--- src/rtl/core/ffp_pkg.sv ---
// Shared types and constants for the FASTA/FASTQ record parser.
// No dependencies; imported by every module of the block.
package ffp_pkg;

	localparam logic [7:0] CH_FASTA = 8'h3E;	// '>'
	localparam logic [7:0] CH_FASTQ = 8'h40;	// '@'
	localparam logic [7:0] CH_PLUS  = 8'h2B;	// '+'
	localparam logic [7:0] CH_NL    = 8'h0A;	// '\n'

	localparam int unsigned QUEUE_DEPTH = 2;

	typedef enum logic [2:0] {
		KIND_HDR   = 3'd0,
		KIND_SEQ   = 3'd1,
		KIND_QUAL  = 3'd2,
		KIND_DONE  = 3'd3,
		KIND_ABORT = 3'd4,
		KIND_ERROR = 3'd5
	} kind_t;

	typedef enum logic [9:0] {
		MODE_FIRST   = 10'b00_0000_0001,
		MODE_FA_HDR  = 10'b00_0000_0010,
		MODE_FA_SEQ  = 10'b00_0000_0100,
		MODE_FQ_HDR  = 10'b00_0000_1000,
		MODE_FQ_SEQ  = 10'b00_0001_0000,
		MODE_FQ_PLUS = 10'b00_0010_0000,
		MODE_FQ_QUAL = 10'b00_0100_0000,
		MODE_NEXT    = 10'b00_1000_0000,
		MODE_ENDED   = 10'b01_0000_0000,
		MODE_HALTED  = 10'b10_0000_0000
	} mode_t;

	typedef struct packed {
		logic [7:0] out_byte;
		kind_t      kind;
	} result_t;

	// queue flags seen by front and back
	typedef struct packed {
		logic full;
		logic empty;
	} queue_status_t;

endpackage

--- src/rtl/core/fasta_fastq_record_parser_top.sv ---
// FASTA/FASTQ record parser top level: front end, result queue, output stage.
// Throughput: one input beat per cycle, sustained while the out side takes beats.
// A result is written into the result queue when its input beat is taken, then moves
// into the output register once that register is free (it holds while out_ready is low).
// Input ready follows the two-entry queue not being full.
// Reset (arst_n low): parser expects the first header, queue and output are emptied.
module fasta_fastq_record_parser_top
	import ffp_pkg::*;
(
	input  logic       clk,
	input  logic       arst_n,
	input  logic       in_valid,
	output logic       in_ready,
	input  logic [7:0] data_byte,
	input  logic       end_of_stream,
	output logic       out_valid,
	input  logic       out_ready,
	output logic [7:0] out_byte,
	output logic [2:0] kind
);

	queue_status_t q_status;
	logic          push, pop;
	result_t       push_data, pop_data;

	ffp_front u_front (
		.clk           (clk),
		.arst_n        (arst_n),
		.in_valid      (in_valid),
		.in_ready      (in_ready),
		.data_byte     (data_byte),
		.end_of_stream (end_of_stream),
		.q_status      (q_status),
		.push          (push),
		.push_data     (push_data)
	);

	ffp_queue u_queue (
		.clk       (clk),
		.arst_n    (arst_n),
		.push      (push),
		.push_data (push_data),
		.pop       (pop),
		.pop_data  (pop_data),
		.status    (q_status)
	);

	ffp_back u_back (
		.clk       (clk),
		.arst_n    (arst_n),
		.q_status  (q_status),
		.q_data    (pop_data),
		.pop       (pop),
		.out_valid (out_valid),
		.out_ready (out_ready),
		.out_byte  (out_byte),
		.kind      (kind)
	);

endmodule

--- src/rtl/core/ffp_front.sv ---
// Front end: accepts input beats and runs the line/record state machine.
// Depends on ffp_pkg; pushes classified results into ffp_queue.
module ffp_front
	import ffp_pkg::*;
(
	input  logic          clk,
	input  logic          arst_n,
	input  logic          in_valid,
	output logic          in_ready,
	input  logic [7:0]    data_byte,
	input  logic          end_of_stream,
	input  queue_status_t q_status,
	output logic          push,
	output result_t       push_data
);

	mode_t   mode_q, mode_d;
	logic    ls_q, ls_d;
	logic    lahb_q, lahb_d;
	logic    res_valid;
	result_t res;
	logic    is_nl;
	logic    accept;

	assign in_ready = !q_status.full;
	assign accept   = in_valid && in_ready;
	assign is_nl    = (data_byte == CH_NL);

	always_comb begin
		mode_d       = mode_q;
		ls_d         = ls_q;
		lahb_d       = lahb_q;
		res_valid    = 1'b0;
		res.out_byte = 8'h00;
		res.kind     = KIND_HDR;
		if (end_of_stream) begin
			unique case (mode_q)
				MODE_FIRST: begin
					mode_d = MODE_HALTED; res_valid = 1'b1; res.kind = KIND_ERROR;
				end
				MODE_FA_HDR, MODE_FQ_HDR: begin
					mode_d = MODE_ENDED; res_valid = 1'b1; res.kind = KIND_ABORT;
				end
				MODE_FA_SEQ: begin
					mode_d    = MODE_ENDED;
					res_valid = 1'b1;
					res.kind  = (lahb_q || !ls_q) ? KIND_DONE : KIND_ABORT;
				end
				MODE_FQ_SEQ: begin
					res_valid = 1'b1;
					if (lahb_q || !ls_q) begin
						mode_d = MODE_HALTED; res.kind = KIND_ERROR;
					end else begin
						mode_d = MODE_ENDED; res.kind = KIND_ABORT;
					end
				end
				MODE_FQ_PLUS: begin
					mode_d = MODE_HALTED; res_valid = 1'b1; res.kind = KIND_ERROR;
				end
				MODE_FQ_QUAL: begin
					res_valid = 1'b1;
					if (ls_q) begin
						mode_d = MODE_HALTED; res.kind = KIND_ERROR;
					end else begin
						mode_d = MODE_ENDED; res.kind = KIND_DONE;
					end
				end
				MODE_NEXT: mode_d = MODE_ENDED;
				default: ;	// ended or halted: sticky until reset
			endcase
		end else begin
			unique case (mode_q)
				MODE_FIRST, MODE_NEXT: begin
					ls_d = is_nl;
					if (data_byte == CH_FASTA) mode_d = MODE_FA_HDR;
					else if (data_byte == CH_FASTQ) mode_d = MODE_FQ_HDR;
					else begin
						mode_d = MODE_HALTED; res_valid = 1'b1; res.kind = KIND_ERROR;
					end
				end
				MODE_FA_HDR, MODE_FQ_HDR: begin
					ls_d = is_nl;
					if (is_nl) begin
						mode_d = (mode_q == MODE_FA_HDR) ? MODE_FA_SEQ : MODE_FQ_SEQ;
						lahb_d = 1'b0;
					end else begin
						res_valid = 1'b1; res.out_byte = data_byte; res.kind = KIND_HDR;
					end
				end
				MODE_FA_SEQ: begin
					ls_d = is_nl;
					if (ls_q && data_byte == CH_FASTA) begin
						mode_d = MODE_FA_HDR; res_valid = 1'b1; res.kind = KIND_DONE;
					end else begin
						if (ls_q) lahb_d = 1'b1;
						if (!is_nl) begin
							res_valid = 1'b1; res.out_byte = data_byte; res.kind = KIND_SEQ;
						end
					end
				end
				MODE_FQ_SEQ: begin
					ls_d = is_nl;
					if (ls_q) lahb_d = 1'b1;
					if (ls_q && data_byte == CH_PLUS) mode_d = MODE_FQ_PLUS;
					else if (!is_nl) begin
						res_valid = 1'b1; res.out_byte = data_byte; res.kind = KIND_SEQ;
					end
				end
				MODE_FQ_PLUS: begin
					// '+' line content is dropped
					ls_d = is_nl;
					if (is_nl) mode_d = MODE_FQ_QUAL;
				end
				MODE_FQ_QUAL: begin
					ls_d      = is_nl;
					res_valid = 1'b1;
					if (is_nl) begin
						mode_d = MODE_NEXT; res.kind = KIND_DONE;
					end else begin
						res.out_byte = data_byte; res.kind = KIND_QUAL;
					end
				end
				default: ;
			endcase
		end
	end

	always_ff @(posedge clk or negedge arst_n) begin
		if (!arst_n) begin
			mode_q <= MODE_FIRST;
			ls_q   <= 1'b1;
			lahb_q <= 1'b0;
		end else if (accept) begin
			mode_q <= mode_d;
			ls_q   <= ls_d;
			lahb_q <= lahb_d;
		end
	end

	assign push      = accept && res_valid;
	assign push_data = res;

endmodule

--- src/rtl/core/ffp_queue.sv ---
// Two-entry result queue between the parser front end and the output stage.
// Depends on ffp_pkg.
module ffp_queue
	import ffp_pkg::*;
(
	input  logic          clk,
	input  logic          arst_n,
	input  logic          push,
	input  result_t       push_data,
	input  logic          pop,
	output result_t       pop_data,
	output queue_status_t status
);

	localparam int unsigned PtrW = $clog2(QUEUE_DEPTH);
	localparam int unsigned CntW = $clog2(QUEUE_DEPTH + 1);

	result_t         mem_q [QUEUE_DEPTH];
	logic [PtrW-1:0] wr_ptr_q, rd_ptr_q;
	logic [CntW-1:0] count_q;

	assign status.full  = (count_q == CntW'(QUEUE_DEPTH));
	assign status.empty = (count_q == '0);
	assign pop_data     = mem_q[rd_ptr_q];

	always_ff @(posedge clk) begin
		if (push) mem_q[wr_ptr_q] <= push_data;
	end

	always_ff @(posedge clk or negedge arst_n) begin
		if (!arst_n) begin
			wr_ptr_q <= '0;
			rd_ptr_q <= '0;
			count_q  <= '0;
		end else begin
			if (push) wr_ptr_q <= (wr_ptr_q == PtrW'(QUEUE_DEPTH - 1)) ? '0 : wr_ptr_q + 1'b1;
			if (pop)  rd_ptr_q <= (rd_ptr_q == PtrW'(QUEUE_DEPTH - 1)) ? '0 : rd_ptr_q + 1'b1;
			priority if (push && !pop) count_q <= count_q + 1'b1;
			else if (pop && !push)     count_q <= count_q - 1'b1;
		end
	end

	a_no_push_full: assert property (@(posedge clk) disable iff (!arst_n)
		push |-> !status.full) else $error("push into full queue");
	a_no_pop_empty: assert property (@(posedge clk) disable iff (!arst_n)
		pop |-> !status.empty) else $error("pop from empty queue");
	a_count_range: assert property (@(posedge clk) disable iff (!arst_n)
		count_q <= CntW'(QUEUE_DEPTH)) else $error("queue count overflow");
	a_ptr_track: assert property (@(posedge clk) disable iff (!arst_n)
		(status.empty || status.full) |-> (wr_ptr_q == rd_ptr_q))
		else $error("queue pointers disagree with count");

endmodule

--- src/rtl/core/ffp_back.sv ---
// Back end: output register that drains the result queue onto the out channel.
// Depends on ffp_pkg.
module ffp_back
	import ffp_pkg::*;
(
	input  logic          clk,
	input  logic          arst_n,
	input  queue_status_t q_status,
	input  result_t       q_data,
	output logic          pop,
	output logic          out_valid,
	input  logic          out_ready,
	output logic [7:0]    out_byte,
	output logic [2:0]    kind
);

	logic    valid_q;
	result_t data_q;

	assign pop = !q_status.empty && (!valid_q || out_ready);

	always_ff @(posedge clk or negedge arst_n) begin
		if (!arst_n) begin
			valid_q <= 1'b0;
		end else if (pop) begin
			valid_q <= 1'b1;
		end else if (out_ready) begin
			valid_q <= 1'b0;
		end
	end

	always_ff @(posedge clk) begin
		if (pop) data_q <= q_data;
	end

	assign out_valid = valid_q;
	assign out_byte  = data_q.out_byte;
	assign kind      = data_q.kind;

endmodule
--- config.mk ---
export PLATFORM = sky130hd
export DESIGN_NAME = fasta_fastq_record_parser_top
export DESIGN_NICKNAME = d
export VERILOG_FILES = /design/src/rtl/core/ffp_pkg.sv /design/src/rtl/core/fasta_fastq_record_parser_top.sv /design/src/rtl/core/ffp_front.sv /design/src/rtl/core/ffp_queue.sv /design/src/rtl/core/ffp_back.sv
export SDC_FILE = /design/constraint.sdc
export NUM_CORES = 1
export LEC_CHECK = 0
export ABC_AREA = 1
export BUFFER_PORTS_ARGS = -buffer_cell sky130_fd_sc_hd__buf_4
export CAP_MARGIN = 20
export CELL_PAD_IN_SITES_DETAIL_PLACEMENT = 0
export CELL_PAD_IN_SITES_GLOBAL_PLACEMENT = 1
export CORE_MARGIN = 2
export CORE_UTILIZATION = 44
export DETAILED_ROUTE_END_ITERATION = 12
export PLACE_DENSITY = 0.79
export SKIP_LAST_GASP = 1
export SLEW_MARGIN = 20
export SYNTH_ARGS = -nofsm -noshare
export SYNTH_HDL_FRONTEND = slang
export SYNTH_SLANG_ARGS = --single-unit
export TNS_END_PERCENT = 5
--- constraint.sdc ---
create_clock -name clk -period 2.3 [get_ports clk]
set_input_delay 0.46 -clock clk [delete_from_list [all_inputs] [get_ports clk]]
set_output_delay 0.46 -clock clk [all_outputs]
set_load 0.01 [all_outputs]
==> results of run 1 <==
==> cell families (layout without fill, tap and decap cells) <==
family                   after synthesis  in the layout  share of synthesized area [%]
AO/OA/AOI/OAI                         21             21                           4.04
XOR/XNOR                               3              3                          0.840
adder cells (fa/ha/maj)                1              1                          0.400
buffers and inverters                 64            118                           8.48
flip-flops                            50             50                           45.4
AND/OR/NAND/NOR                      268            268                           40.9
==> path summary, 6_finish.rpt <==
check                              startpoint  slack [ns]            endpoint
max in group asynchronous              arst_n        2.02        u_front.ls_q
max reg2reg                 u_front.mode_q[0]        0.07  u_queue.count_q[1]
min in group clk                    out_ready        0.32    u_back.out_valid
min                                    arst_n       0.001   u_front.mode_q[7]
max                         u_front.mode_q[0]        0.07  u_queue.count_q[1]
min reg2reg                u_queue.count_q[0]        0.48  u_queue.count_q[0]
==> what timing repair did <==
| action | CTS | global route |
|---|---|---|
| gates resized for setup | 1 | 8 |
| hold buffers | 0 | 0 |
| cloned | 0 | 0 |
| endpoints found under the setup margin | 1 | 17 |
| pin swaps | 0 | 1 |
==> final cells by class <==
type	instances	area, sq um	share of cell area, %
inverters	59	231	6.21
multi-input cells	293	1470	39.3
clock inverters	3	28.8	0.772
flip-flops and latches	50	1420	38.1
clock buffers	5	68.8	1.85
repair buffers	51	395	10.6
well taps	96	120	3.22
==> flip-flops by register name (all words and copies together) (netlist names) <==
signal / count
u_back.out_valid: 1
u_queue.wr_ptr_q: 1
u_front.ls_q: 1
u_queue.mem_q: 22
u_queue.rd_ptr_q: 1
u_back.kind: 3
u_front.lahb_q: 1
u_queue.count_q: 2
u_front.mode_q: 10
u_back.out_byte: 8
==> worst register-to-register path, stage by stage, from the launching register on <==
cell	delay [ns]
sky130_fd_sc_hd__dfstp_2	0.57
sky130_fd_sc_hd__inv_2	0.06
sky130_fd_sc_hd__nand2_2	0.10
sky130_fd_sc_hd__nor2_1	0.08
sky130_fd_sc_hd__nand3_1	0.11
sky130_fd_sc_hd__nand2_1	0.10
sky130_fd_sc_hd__inv_1	0.06
sky130_fd_sc_hd__nand4_1	0.09
sky130_fd_sc_hd__nand2_1	0.11
sky130_fd_sc_hd__inv_1	0.07
sky130_fd_sc_hd__nand2_1	0.09
sky130_fd_sc_hd__inv_1	0.05
sky130_fd_sc_hd__ha_1	0.30
sky130_fd_sc_hd__a21oi_1	0.12
sky130_fd_sc_hd__o21ai_1	0.09
sky130_fd_sc_hd__xor2_1	0.14
==> synth_stat cells, drive strengths merged <==
cell / instances / area [sq um]
nor4: 1 / 6.26
xor2: 2 / 17.5
dfrtp: 15 / 375
nor2: 69 / 293
clkbuf: 3 / 11.3
edfxtp: 33 / 991
ha: 1 / 12.5
nand4: 11 / 75.1
xnor2: 1 / 8.76
a31oi: 1 / 6.26
a22oi: 1 / 7.51
nand2: 137 / 554
buf: 2 / 22.5
or2: 3 / 18.8
dfstp: 2 / 52.6
and3: 1 / 6.26
nor3: 8 / 66.3
a21oi: 4 / 20.0
clkinv: 2 / 7.51
o2111ai: 1 / 8.76
o21ai: 13 / 76.3
o21bai: 1 / 7.51
nand3: 38 / 258
inv: 57 / 224
==> layer usage <==
layer | wire, um | GRT usage [%] | vias to the layer above | part of all wire (%)
li1 | - | - | 1410 | -
met1 | 3920 | 31.6 | 1238 | 53
met2 | 3190 | 30.3 | 56 | 43
met3 | 312 | 3.08 | 5 | 4.2
met4 | 43 | 4.96 | 0 | 0.58
met5 | 0 | 0 | - | 0
==> power by group through the flow <==
stage	Clock, mW	Sequential, mW	Combinational [mW]
after global placement	0	1.30	0.702
after detailed placement	0	1.30	0.724
after floorplan	0	1.33	0.341
final	0.572	1.28	0.710
after CTS	0.585	1.28	0.725
after global routing	0.618	1.30	0.803
==> per-stage QoR <==
step           cells  hold WS [ns]  setup slack, ns
4_1_cts          557       0.00195          0.00243
3_5_place_dp     549         0.356          -0.0630
6_report         557       0.00118           0.0663
3_3_place_gp     549         0.349          -0.0366
2_1_floorplan    407         0.164            0.124
5_1_grt          557       0.00744           -0.129
==> impl_metrics.env, run 1 <==
export IMPL_result_of_the_run="completed"
export IMPL_die_height_um=88.3
export IMPL_die_w_um=88.3
export IMPL_grt_use_total_pct=20.5
export IMPL_placement_rows=30
export IMPL_fp_dieArea_sq_um=7800
export IMPL_tritoncts_num_buffers=5
export IMPL_synth_seq_area_share_pct=45.4
export IMPL_avg_cell_area_syn_sq_um=7.68
export IMPL_finalSetupViolations=0
export IMPL_post_dp_hpwl_um=5930
export IMPL_power_share_sequential_pct=50.0
export IMPL_clkTransAtPathRegs_ns=0.11
export IMPL_synth_seq_cells=50
export IMPL_grt_first_pass_wirelength_um=12300
export IMPL_path_cells="inv_2 -> nand2_2 -> nor2_1 -> nand3_1 -> nand2_1 -> inv_1 -> nand4_1 -> nand2_1 -> inv_1 -> nand2_1 -> inv_1 -> ha_1 -> a21oi_1 -> o21ai_1 -> xor2_1"
export IMPL_maxCapViolations=0
export IMPL_post_layout_total_power_mw=2.56
export IMPL_netlist_cell_type_count=39
export IMPL_pin_count_of_the_biggest_net_entering_global_routing=19
export IMPL_post_route_drc_count=0
export IMPL_static_leakage_power_nw=1.85
export IMPL_netlist_area_sq_um=3130
export IMPL_synth_warnings=0
export IMPL_period_needed_ns=2.23
export IMPL_clock_root_buffer_master="sky130_fd_sc_hd__clkbuf_8"
export IMPL_crit_required_ns=2.51
export IMPL_internal_power_mw=1.72
export IMPL_drive_above_1_share_pct=26.5
export IMPL_startpoint_type="flop"
export IMPL_first_pass_iters=4
export IMPL_fp_coreArea_sq_um=6830
export IMPL_fin_util_pct=54.6
export IMPL_ff2ff_path_depth=15
export IMPL_max_freq_mhz=448
export IMPL_slowest_stage="sky130_fd_sc_hd__dfstp_2"
export IMPL_antennaDiodeCount=0
export IMPL_max_stage_delay_ns=0.57
export IMPL_grt_ovfl_total=0
export IMPL_slew_headroom_pct=68.8
export IMPL_crit_type="flop to flop"
export IMPL_worst_min_delay_path_class="input port to asynchronous set/reset pin"
export IMPL_crit_arrival_ns=2.45
export IMPL_initial_core_util_pct=45.8
export IMPL_finClkSkew_ns=0.00822
export IMPL_p_clk_share_pct=22.3
export IMPL_mostFrequentLayoutCell="sky130_fd_sc_hd__nand2_1"
export IMPL_cp_num_buf_inv=4
export IMPL_crit_fanout=4
export IMPL_switching_share_pct=32.8
export IMPL_final_min_period_over_clock_period_pct=97.1
export IMPL_switching_power_mw=0.840
export IMPL_number_of_antenna_violations_at_the_first_check_in_global_routing=0
export IMPL_cts_tree="built"
export IMPL_power_share_combinational_pct=27.7
export IMPL_synth_net_count=421
export IMPL_routabilityCongestion=0.944
export IMPL_top_level_ports=26
export IMPL_syn_inst=407
export IMPL_port_buffer_count=25
export IMPL_drt_first_iter_violations=230
export IMPL_areaGrowthSynthToFinish_pct=19.3
export IMPL_detail_route_wl_per_cell_um=13.4
export IMPL_cts_sinks=50
export IMPL_final_setup_tns_ns=0
export IMPL_cts_repair_timing_setup_buffer_count=0
export IMPL_place_area_sq_um=3610
export IMPL_route_final_wire_length_um=7460
export IMPL_dr_total_vias=2709
export IMPL_final_hold_violation_count=0
export IMPL_ant_nets=0
export IMPL_first_global_vias=2557
export IMPL_powerDensity_nw_per_um2=687
export IMPL_timing_max_transition_violations_final=0
export IMPL_stdcell_area_sq_um=3730
export IMPL_worst_slew_pin_transition_ns=0.467
export IMPL_htreeDepth=2
export IMPL_clock_insertion_delay_at_the_later_pin_of_the_skew_report_ns=0.32
export IMPL_nNetsFinal=474
export IMPL_critPathTopFamily="simple AND/OR/NAND/NOR gates"
export IMPL_clockBufferDepth=2
export IMPL_rsz_0062_raised_after_global_routing="true"
export IMPL_via_per_inst=4.86
export IMPL_fillerInstances=672
export IMPL_critical_path_cell_count=15
export IMPL_peakVddDrop_mv=0.307
export IMPL_critPathCaptureType="flop"
export IMPL_most_common_layout_cells="sky130_fd_sc_hd__nand2_1, sky130_fd_sc_hd__nor2_1, sky130_fd_sc_hd__buf_4, sky130_fd_sc_hd__inv_1, sky130_fd_sc_hd__edfxtp_1"
Power figures use the tool's default switching activity.
==> inputs of run 2 (changes only) <==
--- a/config.mk
+++ b/config.mk
@@ -10,6 +10,7 @@
 export CAP_MARGIN = 20
 export CELL_PAD_IN_SITES_DETAIL_PLACEMENT = 0
 export CELL_PAD_IN_SITES_GLOBAL_PLACEMENT = 1
+export CORE_ASPECT_RATIO = 1.5
 export CORE_MARGIN = 2
 export CORE_UTILIZATION = 44
 export DETAILED_ROUTE_END_ITERATION = 12
==> impl_metrics.env, run 2 (same netlist as run 1, synthesis figures left out) <==
export IMPL_static_leakage_power_nw=1.91
export IMPL_place_worst_setup_slack_ns=-0.126
export IMPL_clkTransAtPathRegs_ns=0.10
export IMPL_final_hold_violation_count=0
export IMPL_startpoint_type="flop"
export IMPL_most_common_layout_cells="sky130_fd_sc_hd__nand2_1, sky130_fd_sc_hd__buf_4, sky130_fd_sc_hd__nor2_1, sky130_fd_sc_hd__inv_1, sky130_fd_sc_hd__edfxtp_1"
export IMPL_pin_count_of_the_biggest_net_entering_global_routing=18
export IMPL_peakVddDrop_mv=0.288
export IMPL_fillerInstances=646
export IMPL_areaGrowthSynthToFinish_pct=23.4
export IMPL_finClkSkew_ns=0.0134
export IMPL_timing_hold_ws_ns=0.0152
export IMPL_cts_sinks=50
export IMPL_ant_nets=0
export IMPL_post_dp_hpwl_um=6100
export IMPL_first_global_vias=2759
export IMPL_final_min_period_over_clock_period_pct=94.2
export IMPL_antennaDiodeCount=0
export IMPL_post_route_worst_setup_slack_ns=0.135
export IMPL_grt_ovfl_total=0
export IMPL_powerDensity_nw_per_um2=658
export IMPL_nNetsFinal=488
export IMPL_critPathCaptureType="flop"
export IMPL_result_of_the_run="completed"
export IMPL_clockBufferDepth=2
export IMPL_ff2ff_path_depth=15
export IMPL_clock_root_buffer_master="sky130_fd_sc_hd__clkbuf_8"
export IMPL_crit_fanout=4
export IMPL_maxCapViolations=0
export IMPL_crit_arrival_ns=2.36
export IMPL_tritoncts_num_buffers=5
export IMPL_stdcell_area_sq_um=3860
export IMPL_route_final_wire_length_um=7600
export IMPL_max_freq_mhz=462
export IMPL_drive_above_1_share_pct=30.7
export IMPL_finalSetupViolations=0
export IMPL_crit_type="flop to flop"
export IMPL_period_needed_ns=2.17
export IMPL_port_buffer_count=25
export IMPL_fp_dieArea_sq_um=7810
export IMPL_detail_route_wl_per_cell_um=13.7
export IMPL_post_route_drc_count=0
export IMPL_die_height_um=107
export IMPL_timing_max_transition_violations_final=0
export IMPL_first_pass_iters=4
export IMPL_initial_core_util_pct=45.6
export IMPL_top_level_ports=26
export IMPL_placement_rows=37
export IMPL_mostFrequentLayoutCell="sky130_fd_sc_hd__nand2_1"
export IMPL_cts_tree="built"
export IMPL_dr_total_vias=2735
export IMPL_clock_insertion_delay_at_the_later_pin_of_the_skew_report_ns=0.32
export IMPL_place_area_sq_um=3690
export IMPL_grt_first_pass_wirelength_um=12800
export IMPL_fp_coreArea_sq_um=6850
export IMPL_largest_register_ff_count=22
export IMPL_die_w_um=72.8
export IMPL_drt_first_iter_violations=142
export IMPL_routabilityCongestion=0.927
export IMPL_grt_use_total_pct=21.6
export IMPL_max_flop_register="u_queue.mem_q"
export IMPL_worst_slew_pin_transition_ns=0.420
export IMPL_htreeDepth=2
export IMPL_crit_required_ns=2.50
export IMPL_number_of_antenna_violations_at_the_first_check_in_global_routing=0
export IMPL_slew_headroom_pct=72.0
export IMPL_via_per_inst=4.95
export IMPL_worst_min_delay_path_class="input port to asynchronous set/reset pin"
==> run 2: power by group <==
group	total (mW)	switching, mW	internal [mW]
Combinational	0.732	0.399	0.333
Clock	0.530	0.315	0.214
Sequential	1.28	0.0898	1.19
Total	2.54	0.804	1.73
==> run 2: critical path: stages (launching register included) <==
cell                      delay [ns]
sky130_fd_sc_hd__dfstp_2        0.59
sky130_fd_sc_hd__nor2_4         0.06
sky130_fd_sc_hd__nand2_4        0.10
sky130_fd_sc_hd__nor2_1         0.05
sky130_fd_sc_hd__nand2_1        0.10
sky130_fd_sc_hd__nand2_2        0.08
sky130_fd_sc_hd__nand2_1        0.07
sky130_fd_sc_hd__nand3_1        0.07
sky130_fd_sc_hd__nor2_2         0.17
sky130_fd_sc_hd__nand2_2        0.07
sky130_fd_sc_hd__nand2_2        0.08
sky130_fd_sc_hd__inv_2          0.04
sky130_fd_sc_hd__ha_4           0.20
sky130_fd_sc_hd__a21oi_1        0.11
sky130_fd_sc_hd__o21ai_1        0.09
sky130_fd_sc_hd__xor2_1         0.14
==> run 2: cell type report <==
| type | instances | area, sq um | share of cell area (%) |
|---|---|---|---|
| Multi-Input combinational cell | 293 | 1500 | 38.9 |
| Sequential cell | 50 | 1430 | 36.9 |
| Timing Repair Buffer | 65 | 513 | 13.3 |
| Inverter | 59 | 231 | 6.00 |
| Tap cell | 78 | 97.6 | 2.53 |
| Clock buffer | 5 | 68.8 | 1.78 |
| Clock inverter | 3 | 21.3 | 0.551 |
==> run 2: worst paths after layout <==
kind | to | startpoint | slack [ns]
worst max-delay path | u_queue.count_q[1] | u_front.mode_q[0] | 0.13
worst min-delay path | u_front.mode_q[3] | arst_n | 0.02
worst max register to register | u_queue.count_q[1] | u_front.mode_q[0] | 0.13
worst min register to register | u_queue.count_q[0] | u_queue.count_q[0] | 0.48
max in group asynchronous | u_front.ls_q | arst_n | 2.00
min in group clk | u_back.out_valid | out_ready | 0.32
==> run 2: metrics by stage <==
step	TNS, ns	util (%)	cells	total power, mW
final	0	56.3	553	2.54
after global routing	-0.0312	56.3	553	2.71
after CTS	0	55.4	552	2.56
after detailed placement	-0.127	53.8	543	2.03
after global placement	-0.0807	53.8	543	2.00
after floorplan	0	-	407	1.67
==> run 2: what timing repair did <==
item / in CTS / in global routing
buffers inserted: 1 / 1
pin swaps: 1 / 5
hold buffers: 0 / 0
resized for setup: 3 / 20
setup endpoints to repair: 1 / 13
==> run 2: per-layer routing <==
layer	GRT usage [%]	vias up	routed length, um
met5	0	-	0
li1	-	1430	-
met1	21.4	1235	2780
met2	41.6	43	4310
met3	3.10	27	143
met4	10.8	0	364
